==> config.mk <==
export PLATFORM = sky130hd
export DESIGN_NAME = random_page_replacement
export DESIGN_NICKNAME = d
export VERILOG_FILES = /design/src/sv/rpr_pkg.sv /design/src/sv/random_page_replacement.sv /design/src/sv/rpr_mod.sv
export VERILOG_INCLUDE_DIRS = /design/src /design/src/sv
export SDC_FILE = /design/constraint.sdc
export NUM_CORES = 2
export LEC_CHECK = 0
export BUFFER_PORTS_ARGS = -buffer_cell sky130_fd_sc_hd__buf_4
export CORE_ASPECT_RATIO = 0.9
export CORE_UTILIZATION = 55
export DETAILED_ROUTE_END_ITERATION = 10
export PLACE_DENSITY = 0.71
export SYNTH_ARGS = -nofsm -noshare
export SYNTH_HDL_FRONTEND = slang
export SYNTH_SLANG_ARGS = --single-unit
==> constraint.sdc <==
create_clock -name i_clk -period 5.5 [get_ports i_clk]
set_clock_uncertainty 0.05 [all_clocks]
set_input_delay 0.275 -clock i_clk [delete_from_list [all_inputs] [get_ports i_clk]]
set_output_delay 0.275 -clock i_clk [all_outputs]
set_load 0.01 [all_outputs]
==> src/sv/random_page_replacement_macros.svh <==
// Assertion macros used by the random page replacement RTL.
`ifndef RANDOM_PAGE_REPLACEMENT_MACROS_SVH
`define RANDOM_PAGE_REPLACEMENT_MACROS_SVH

// Same-cycle implication, checked on i_clk outside reset.
`define RPR_ASSERT_NOW(lbl, ante, cons) \
    lbl: assert property (@(posedge i_clk) disable iff (!i_rst_n) (ante) |-> (cons)) \
        else $error("rpr: check failed");

// Next-cycle implication, checked on i_clk outside reset.
`define RPR_ASSERT_NEXT(lbl, ante, cons) \
    lbl: assert property (@(posedge i_clk) disable iff (!i_rst_n) (ante) |=> (cons)) \
        else $error("rpr: check failed");

`endif

==> src/sv/rpr_pkg.sv <==
// Shared constants, the state type and the LFSR step function of the random page replacement block.
package rpr_pkg;

    localparam int FRAMES    = 64;
    localparam int PAGE_BITS = 20;

    localparam int LIMIT_W   = 7;
    localparam int SEED_W    = 32;
    localparam int LFSR_W    = 32;
    localparam int CFG_IDX_W = 2;
    localparam int CFG_DAT_W = 32;

    localparam int COUNT_W   = $clog2(FRAMES + 1);
    localparam int IDX_W     = (FRAMES > 1) ? $clog2(FRAMES) : 1;
    localparam int CMP_W     = (COUNT_W > LIMIT_W) ? COUNT_W : LIMIT_W;
    localparam int STEP_W    = $clog2(LFSR_W);

    localparam logic [LFSR_W-1:0] LFSR_TAPS = 32'h8020_0003;
    localparam logic [LIMIT_W-1:0] LIMIT_RESET = 7'd64;

    // Configuration register indexes
    localparam logic [CFG_IDX_W-1:0] REG_FRAME_LIMIT = 2'd0;
    localparam logic [CFG_IDX_W-1:0] REG_RANDOM_SEED = 2'd1;

    typedef enum logic [2:0] {
        ST_IDLE,
        ST_DIV,
        ST_RD_VIC,
        ST_RD_LAST,
        ST_WR_SLOT,
        ST_WR_LAST,
        ST_OUT
    } t_state;

    // One right shift of the Galois LFSR.
    function automatic logic [LFSR_W-1:0] lfsr_next(input logic [LFSR_W-1:0] v);
        logic [LFSR_W-1:0] s;
        s = v >> 1;
        if (v[0]) begin
            s = s ^ LFSR_TAPS;
        end
        return s;
    endfunction

endpackage

==> src/sv/random_page_replacement.sv <==
// Random page replacement: resident page store with LFSR victim choice.
// Fill fault (count below limit): the page is written at accept, and the result goes through ST_OUT.
// Eviction fault: the result follows the 32-step serial remainder and then two reads and
//   two writes through the page store.
// One item in work at a time; the output register lets a result wait while idle.
// Reset: count 0, frame limit 64, LFSR 1; the page store is not cleared.
module random_page_replacement
    import rpr_pkg::*;
(
    input  logic                 i_clk,
    input  logic                 i_rst_n,
    input  logic                 i_in_valid,
    output logic                 o_in_stall,
    input  logic [PAGE_BITS-1:0] i_page_number,
    output logic                 o_out_valid,
    input  logic                 i_out_stall,
    output logic                 o_did_evict,
    output logic [PAGE_BITS-1:0] o_evicted_page,
    input  logic                 i_cfg_we,
    input  logic [CFG_IDX_W-1:0] i_cfg_index,
    input  logic [CFG_DAT_W-1:0] i_cfg_data
);

`include "random_page_replacement_macros.svh"

    t_state r_state, n_state;

    logic [LIMIT_W-1:0]   r_frame_limit;
    logic [LFSR_W-1:0]    r_lfsr;
    logic [COUNT_W-1:0]   r_count;
    logic [PAGE_BITS-1:0] r_page;
    logic [IDX_W-1:0]     r_slot;
    logic                 r_res_evict;
    logic [PAGE_BITS-1:0] r_res_page;
    logic                 r_out_valid;
    logic                 r_did_evict;
    logic [PAGE_BITS-1:0] r_evicted_page;

    logic [PAGE_BITS-1:0] mem [FRAMES];
    logic [PAGE_BITS-1:0] r_rd_data;

    logic [CMP_W-1:0]     limit_ext;
    logic [COUNT_W-1:0]   eff_limit;
    logic                 in_acc;
    logic                 out_free;
    logic                 fill;
    logic [IDX_W-1:0]     last_idx;
    logic [LFSR_W-1:0]    lfsr_adv;
    logic [LFSR_W-1:0]    seed_in;

    logic                 wr_en;
    logic [IDX_W-1:0]     wr_addr;
    logic [PAGE_BITS-1:0] wr_data;
    logic [IDX_W-1:0]     rd_addr;
    logic                 div_start;
    logic                 div_done;
    logic [IDX_W-1:0]     div_rem;

    // Clamp the frame limit into one to FRAMES
    always_comb begin
        limit_ext = CMP_W'(r_frame_limit);
        if (limit_ext == '0) begin
            eff_limit = COUNT_W'(1);
        end else if (limit_ext > CMP_W'(FRAMES)) begin
            eff_limit = COUNT_W'(FRAMES);
        end else begin
            eff_limit = limit_ext[COUNT_W-1:0];
        end
    end

    assign in_acc   = i_in_valid && !o_in_stall;
    assign out_free = !r_out_valid || !i_out_stall;
    assign fill     = r_count < eff_limit;
    assign last_idx = IDX_W'(r_count - 1'b1);
    assign lfsr_adv = lfsr_next(r_lfsr);
    assign seed_in  = i_cfg_data[SEED_W-1:0];

    // Next state
    always_comb begin
        n_state = r_state;
        case (r_state)
            ST_IDLE: begin
                if (in_acc) begin
                    n_state = fill ? ST_OUT : ST_DIV;
                end
            end
            ST_DIV: begin
                if (div_done) begin
                    n_state = ST_RD_VIC;
                end
            end
            ST_RD_VIC:  n_state = ST_RD_LAST;
            ST_RD_LAST: n_state = ST_WR_SLOT;
            ST_WR_SLOT: n_state = ST_WR_LAST;
            ST_WR_LAST: n_state = ST_OUT;
            ST_OUT: begin
                if (out_free) begin
                    n_state = ST_IDLE;
                end
            end
            default: n_state = ST_IDLE;
        endcase
    end

    // Memory port, divider start and input stall
    always_comb begin
        wr_en      = 1'b0;
        wr_addr    = r_count[IDX_W-1:0];
        wr_data    = i_page_number;
        rd_addr    = r_slot;
        div_start  = 1'b0;
        o_in_stall = 1'b1;
        case (r_state)
            ST_IDLE: begin
                o_in_stall = 1'b0;
                wr_en      = i_in_valid && fill;
                div_start  = i_in_valid && !fill;
            end
            ST_RD_VIC:  rd_addr = r_slot;
            ST_RD_LAST: rd_addr = last_idx;
            ST_WR_SLOT: begin
                wr_en   = 1'b1;
                wr_addr = r_slot;
                wr_data = r_rd_data;
            end
            ST_WR_LAST: begin
                wr_en   = 1'b1;
                wr_addr = last_idx;
                wr_data = r_page;
            end
            default: begin
                wr_en = 1'b0;
            end
        endcase
    end

    // Page store: one write and one registered read per cycle
    always_ff @(posedge i_clk) begin
        if (wr_en) begin
            mem[wr_addr] <= wr_data;
        end
        r_rd_data <= mem[rd_addr];
    end

    // Control registers, configuration and LFSR
    always_ff @(posedge i_clk) begin
        if (!i_rst_n) begin
            r_state       <= ST_IDLE;
            r_frame_limit <= LIMIT_RESET;
            r_lfsr        <= LFSR_W'(1);
            r_count       <= '0;
            r_out_valid   <= 1'b0;
        end else begin
            r_state <= n_state;
            if (i_cfg_we && i_cfg_index == REG_FRAME_LIMIT) begin
                r_frame_limit <= i_cfg_data[LIMIT_W-1:0];
            end
            if (i_cfg_we && i_cfg_index == REG_RANDOM_SEED) begin
                r_lfsr <= (seed_in == '0) ? LFSR_W'(1) : LFSR_W'(seed_in);
            end else if (r_state == ST_IDLE && in_acc && !fill) begin
                r_lfsr <= lfsr_adv;
            end
            if (r_state == ST_IDLE && in_acc && fill) begin
                r_count <= r_count + 1'b1;
            end
            if (r_state == ST_OUT && out_free) begin
                r_out_valid <= 1'b1;
            end else if (!i_out_stall) begin
                r_out_valid <= 1'b0;
            end
        end
    end

    // Payload registers of the item in work and of the result
    always_ff @(posedge i_clk) begin
        if (r_state == ST_IDLE && in_acc) begin
            r_page      <= i_page_number;
            r_res_evict <= !fill;
            r_res_page  <= '0;
        end
        if (r_state == ST_DIV && div_done) begin
            r_slot <= div_rem;
        end
        if (r_state == ST_RD_LAST) begin
            r_res_page <= r_rd_data;
        end
        if (r_state == ST_OUT && out_free) begin
            r_did_evict    <= r_res_evict;
            r_evicted_page <= r_res_page;
        end
    end

    // Victim slot: advanced LFSR value modulo the count
    rpr_mod u_mod (
        .i_clk      (i_clk),
        .i_rst_n    (i_rst_n),
        .i_start    (div_start),
        .i_dividend (lfsr_adv),
        .i_divisor  (r_count),
        .o_done     (div_done),
        .o_rem      (div_rem)
    );

    assign o_out_valid    = r_out_valid;
    assign o_did_evict    = r_did_evict;
    assign o_evicted_page = r_evicted_page;

    `RPR_ASSERT_NOW(a_count_bound, 1'b1, r_count <= COUNT_W'(FRAMES))
    `RPR_ASSERT_NOW(a_lfsr_live, 1'b1, r_lfsr != '0)
    `RPR_ASSERT_NEXT(a_fill_counts, in_acc && fill, r_count == $past(r_count) + 1'b1)
    `RPR_ASSERT_NOW(a_evict_needs_page, r_out_valid && r_did_evict, r_count != '0)
    `RPR_ASSERT_NOW(a_fill_zero_page, r_out_valid && !r_did_evict, r_evicted_page == '0)

endmodule

==> src/sv/rpr_mod.sv <==
// Serial restoring remainder of the 32-bit random value by the frame count.
module rpr_mod
    import rpr_pkg::*;
(
    input  logic               i_clk,
    input  logic               i_rst_n,
    input  logic               i_start,
    input  logic [LFSR_W-1:0]  i_dividend,
    input  logic [COUNT_W-1:0] i_divisor,
    output logic               o_done,
    output logic [IDX_W-1:0]   o_rem
);

    logic               r_busy;
    logic               r_done;
    logic [STEP_W-1:0]  r_step;
    logic [LFSR_W-1:0]  r_dvd;
    logic [COUNT_W-1:0] r_div;
    logic [COUNT_W-1:0] r_rem;
    logic [COUNT_W:0]   trial;
    logic [COUNT_W:0]   diff;
    logic               fits;

    // Shift in one dividend bit and try the subtract
    always_comb begin
        trial = {r_rem, r_dvd[LFSR_W-1]};
        diff  = trial - {1'b0, r_div};
        fits  = trial >= {1'b0, r_div};
    end

    // Control: one quotient bit per cycle
    always_ff @(posedge i_clk) begin
        if (!i_rst_n) begin
            r_busy <= 1'b0;
            r_done <= 1'b0;
            r_step <= '0;
        end else begin
            r_done <= 1'b0;
            if (r_busy) begin
                r_step <= r_step + 1'b1;
                if (r_step == STEP_W'(LFSR_W - 1)) begin
                    r_busy <= 1'b0;
                    r_done <= 1'b1;
                end
            end else if (i_start) begin
                r_busy <= 1'b1;
                r_step <= '0;
            end
        end
    end

    // Datapath: partial remainder and dividend shift
    always_ff @(posedge i_clk) begin
        if (r_busy) begin
            r_dvd <= r_dvd << 1;
            r_rem <= fits ? diff[COUNT_W-1:0] : trial[COUNT_W-1:0];
        end else if (i_start) begin
            r_dvd <= i_dividend;
            r_div <= i_divisor;
            r_rem <= '0;
        end
    end

    assign o_done = r_done;
    assign o_rem  = r_rem[IDX_W-1:0];

endmodule

# After elaboration in Yosys (flattened, before gate mapping)

Memory sizes are Yosys's and may differ from the RTL's. A register that Yosys moved wholly into a read port is not among the register bits.
Cells that the tools add are included.

Register bits after elaboration: 171
RAM bits: 1280
Bits of input ports: 59
Output and inout bits: 23
Memories kept: 1

Memory list:

| name | depth | width | rd ports | clocked after Yosys merged registers in | write ports | line                          | source |
|---|---|---|---|---|---|---|---|
| mem  | 64    | 20    | 1        | 1                                       | 1           | random_page_replacement.sv:39 | `logic [PAGE_BITS-1:0] mem [FRAMES];` |

Add/subtract/negate cells: 4
Magnitude comparators: 3
Eq/ne operators: 12
Muxes and demuxes: 34
Bitwise operators: 2
Reductions and logical operators: 25

Operators by type and width:

| operator              | count |
|---|---|
| $mux W32              | 6 |
| $mux W20              | 2 |
| $pmux W20 S2          | 1 |
| $mux W7               | 5 |
| $logic_not A32 Y1     | 1 |
| $pmux W3 S7           | 1 |
| $mux W3               | 4 |
| $pmux W6 S2           | 1 |
| $logic_and A1 B1 Y1   | 10 |
| $mux W1               | 10 |
| $mux W5               | 2 |
| $eq A3 B3 Y1 const B  | 3 |
| $ge A8 B7 Y1          | 1 |
| $add A7 B1 Y7 const B | 1 |
| $gt A7 B7 Y1 const B  | 1 |
| $logic_not A7 Y1      | 1 |
| $lt A7 B7 Y1          | 1 |
| $sub A7 B7 Y7         | 1 |
| $eq A3 B2 Y1 const B  | 2 |
| $mux W6               | 1 |
| $reduce_bool A2 Y1    | 3 |
| $sub A6 B1 Y6 const B | 1 |
| $add A5 B1 Y5 const B | 1 |
| $eq A5 B5 Y1 const B  | 1 |
| other kinds (14)      | 19 |

# Longest topological paths before layout

Depth in word-level cells: 9
Gate-level depth with buffers: 13
Gate-level depth less buffers: 11

# Cells and area by module

Synthesis repeated with hierarchy kept, for this count alone.

Cells, all modules: 3467
Area, all modules: 59734.8 µm²

By module, submodules not included:

| module                  | times used | cells an instance | area an instance (µm²) |
|---|---|---|---|
| random_page_replacement | 1          | 3270              | 57228.6 |
| rpr_mod                 | 1          | 197               | 2506.2 |

# Least setup slack after synthesis

No wires, ideal clock.

Kind: register to register
From: register r_state[0]
To: memory mem[0][0], data pin
Setup time: 702 ps
Arrival time: 3830 ps
Required time: 4748 ps
Slack: 918 ps
Cell stages (with the launch flop): 5
Clock period less this slack: 4582 ps
Path through: dfxtp_1 > clkbuf_1 > buf_1 > mux2i_1 > o21ai_0

Longest elaborated chain between the ends: 2
Elaborated cells between the ends (all ways): 3

Ends and longest elaborated chain:

| item                   | line                           | source |
|---|---|---|
| start, declared        | random_page_replacement.sv:26  | `t_state r_state, n_state;` |
| start signal, assigned | random_page_replacement.sv:154 | `r_state <= n_state;` |
| $eq A3 B3 Y1           | random_page_replacement.sv:113 | `case (r_state)` |
| $pmux W20 S2 (*)       | random_page_replacement.sv:113 |  |
| named net wr_data[0]   | random_page_replacement.sv:53  | `logic [PAGE_BITS-1:0] wr_data;` |
| end, declared          | random_page_replacement.sv:39  |  |

Mark *: on every way through the listed nets, which the timed path passes. The rest lies on a longest branch.

# Final worst setup path

From: register r_count[0]
To: register r_rd_data[8] (read register of mem)

Longest elaborated chain between the ends: 2

Ends and longest elaborated chain:

| item                   | line                           | source |
|---|---|---|
| start, declared        | random_page_replacement.sv:30  | `logic [COUNT_W-1:0] r_count;` |
| start signal, assigned | random_page_replacement.sv:164 | `r_count <= r_count + 1'b1;` |
| $sub A6 B1 Y6          | random_page_replacement.sv:74  | `assign last_idx = IDX_W'(r_count - 1'b1);` |
| named net last_idx[0]  | random_page_replacement.sv:47  | `logic [IDX_W-1:0] last_idx;` |
| $mux W6                | random_page_replacement.sv:113 |  |
| end, declared          | random_page_replacement.sv:40  | `logic [PAGE_BITS-1:0] r_rd_data;` |

The timed path passes the listed nets, and every way through them passes these cells.
A chain may end at the register's enable or synchronous reset.

==> results.json <==
{
  "crit_path_max_fanout": 19,
  "whs_ns": 0.0652,
  "gp_congestion": 0.919,
  "synth_fp_nets": 4009,
  "ctsResizeCount": 0,
  "gr-usage-met3": 0.0764,
  "tns_ns": 0,
  "synth.area.top_cells": "edfxtp_1 71%, mux2i_1 8.2%, nand2_1 2.9%, dfxtp_1 2.6%, a211oi_1 2.0%",
  "yosysMostFrequentCell": "edfxtp_1",
  "grt_max_degree": 102,
  "grt_usage": 0.284,
  "period_needed_ns": 4.17,
  "dieWidth_um": 348,
  "grt_pass1_vias": 34200,
  "worstSetupEndpointType": "register",
  "period_share": 0.758,
  "grtUsageMet2": 0.418,
  "cts_max_level": 4,
  "ctsHoldBuffers": 66,
  "multiInputGateArea_um2": 15000,
  "ir_drop_mv": 0.309,
  "slew_headroom": 0.201,
  "clock-sinks": 1471,
  "clkLatencyLatePin_ns": 0.76,
  "dp_hpwl_mm": 91.8,
  "yosysSeqAreaShare": 0.732,
  "cts_made_buffers": 143,
  "cp-start-kind": "register",
  "cts_tree": "yes",
  "avgViaCountPerCell": 6.29,
  "wire_per_inst_um": 27.3,
  "cp_top_family": "compound AO/OA/AOI/OAI gates",
  "cpPeakStageDelay_ns": 1.10,
  "via_count": 35700,
  "fillCellCount": 7423,
  "synth_seq_cells": 1471,
  "path_class": "register to register",
  "power_per_cell_area_nw_per_um2": 401,
  "p_leak_nw": 23.5,
  "power_switching_mw": 7.19,
  "drtPass1Iterations": 6,
  "drive_gt1_frac": 0.137,
  "finalMaxSlewViolations": 0,
  "finalHoldViolCount": 0,
  "drt.antenna.violating_nets": 0,
  "intPower_mw": 19.9,
  "p_clk_frac": 0.356,
  "grt_setup_unrepaired": "no",
  "detail_route.iter0.violations": 4914,
  "portBuffers": 81,
  "root_buffer": "clkbuf_16",
  "synth_cell_types": 74,
  "synth_warnings": 0,
  "synthCells": 3932,
  "critical_path_buf_inv_count": 1,
  "synth_edf_count": 1393,
  "register_area_um2": 43400,
  "yosysTopAreaCell": "edfxtp_1",
  "cts_setup_buffers": 0,
  "nNetsFinal": 4206,
  "synthToLayoutAreaGrowth_pct": 13.8,
  "grt-busiest-layer": "met2",
  "finalSetupViolations": 0,
  "rows": 113,
  "path_clk_slew_ns": 0.06,
  "cp_cell_sequence": "inv_1 > ha_1 > nor3b_2 > xnor2_1 > o21a_1 > nand3_1 > o31ai_1 > nor4_2",
  "seq_power_share": 0.507,
  "p_sw_frac": 0.266,
  "grt-ovfl-total": 0,
  "syn-cell-area_um2": 59300,
  "netlist_top_cells_count": "1393 x edfxtp_1, 488 x mux2i_1, 466 x nand2_1",
  "die_y_um": 314,
  "fin_cells": 5683,
  "antenna_found_initial": 5,
  "cp.arrival_ns": 4.72,
  "critPathSlowestCell": "o31ai_1",
  "initial_utilization": 0.559,
  "status": "complete, no violations",
  "avgSynthCellArea_um2": 15.1,
  "ys.flop_type": "edfxtp_1",
  "grtUsageMet1": 0.412,
  "die_area_um2": 109000,
  "core_area_um2": 106000,
  "timing.fmax_mhz": 240,
  "cap_violations": 0,
  "yosysTopAreaCellShare": 0.705,
  "ioPinCount": 82,
  "dp.cells": 5355,
  "async_reset_ff_frac": 0,
  "comb_power_share": 0.137,
  "worst_slew_pin_slew_ns": 1.18,
  "grt_pass1_wl_mm": 228,
  "worstPathRequired_ns": 6.05,
  "cts_max_path_buffers": 3,
  "wirelength_mm": 155,
  "drc": 0,
  "min_path_type": "input port to register"
}
## per-layer routing
metal	vias to the layer above	routed length [um]
li1	15600	-
met1	17800	62100
met2	2008	69300
met3	283	18700
met4	4	5080
met5	-	26
## placed cells by master (no fill, tap or decap), types with 6 or more instances in the layout
cell type and instances:
a21boi_0 8, o21ai_4 21, a21oi_1 129, mux2i_1 487, bufinv_16 10, a31oi_1 72, inv_1 20, and3_1 159
nor4_1 10, o21a_1 6, o31ai_1 21, buf_12 15, xnor2_1 7, edfxtp_1 1393, clkbuf_1 31, ha_1 17
nand4_1 29, or3_1 39, nand2_1 465, buf_4 220, clkinv_1 31, clkbuf_16 147, xor2_1 6, dfxtp_1 76
nor2b_1 13, nor4_2 20, and2_1 29, nor2_1 23, o22ai_1 96, nand3_1 40, dlygate4sd3_1 66, a211oi_1 157
nor2_2 65, o21ai_0 165, clkinv_2 24, or4_1 21
## through the flow
step,total power [mW],area (um^2),util,setup slack (ns)
detailed placement,17.6,62300,0.586,1.33
CTS,27.1,67500,0.636,1.35
global placement,17.5,62300,0.586,1.39
global route,27.8,67500,0.636,1.22
finish,27.1,67500,0.636,1.33
floorplan,15.9,59300,-,0.918
## worst min-delay path, delay by kind of cell
family | cells | cell delay [ns]
mux | 1 | 0.13
buf+inv | 2 | 0.26
simple gates | 2 | 0.15
## final cells by class
class	instances	share of cell area
antenna	1	0.0000371
clock buffer	182	0.0570
clock inverter	79	0.0110
inverter	23	0.00128
multi-input combinational	2189	0.223
sequential	1471	0.643
tap	1437	0.0266
timing repair buffer	301	0.0387
## final timing paths
kind	startpoint	to	slack, ns	depth (start not counted)
min	i_cfg_index[1]	limit_ext[1]	0.07	5
min reg2reg	r_res_page[9]	o_evicted_page[9]	0.37	0
max	r_count[0]	r_rd_data[8]	1.33	8
max reg2reg	r_count[0]	r_rd_data[8]	1.33	8
## power by group through the flow
stage | clock network [mW] | logic (mW) | registers [mW]
floorplan | 0 | 2.00 | 13.9
global placement | 0 | 3.55 | 13.9
detailed placement | 0 | 3.63 | 13.9
CTS | 9.71 | 3.67 | 13.7
global route | 10.2 | 3.89 | 13.7
finish | 9.64 | 3.70 | 13.7
## sequential cells by signal (all words and copies together) (netlist names), 3 cells and up
register and flops:
u_mod.r_dvd 32, r_res_page 20, r_slot 6, r_count 7, limit_ext 7, o_evicted_page 20
r_lfsr 32, r_rd_data 20, r_state 3, mem 1280, u_mod.r_rem 7, r_page 20
u_mod.r_div 7, u_mod.r_step 5
## kinds of logic (layout without fill, tap and decap cells)
group	Yosys count	in the layout	share of synthesized area
adder cells (fa/ha/maj)	18	18	0.00392
XOR/XNOR	13	13	0.00192
AO/OA/AOI/OAI	713	713	0.0749
flip-flops	1471	1471	0.732
multiplexers	496	496	0.0847
buffers and inverters	272	585	0.0229
other	0	1	0
AND/OR/NAND/NOR	949	949	0.0800
No activity file was read; power rests on OpenSTA's default activity.
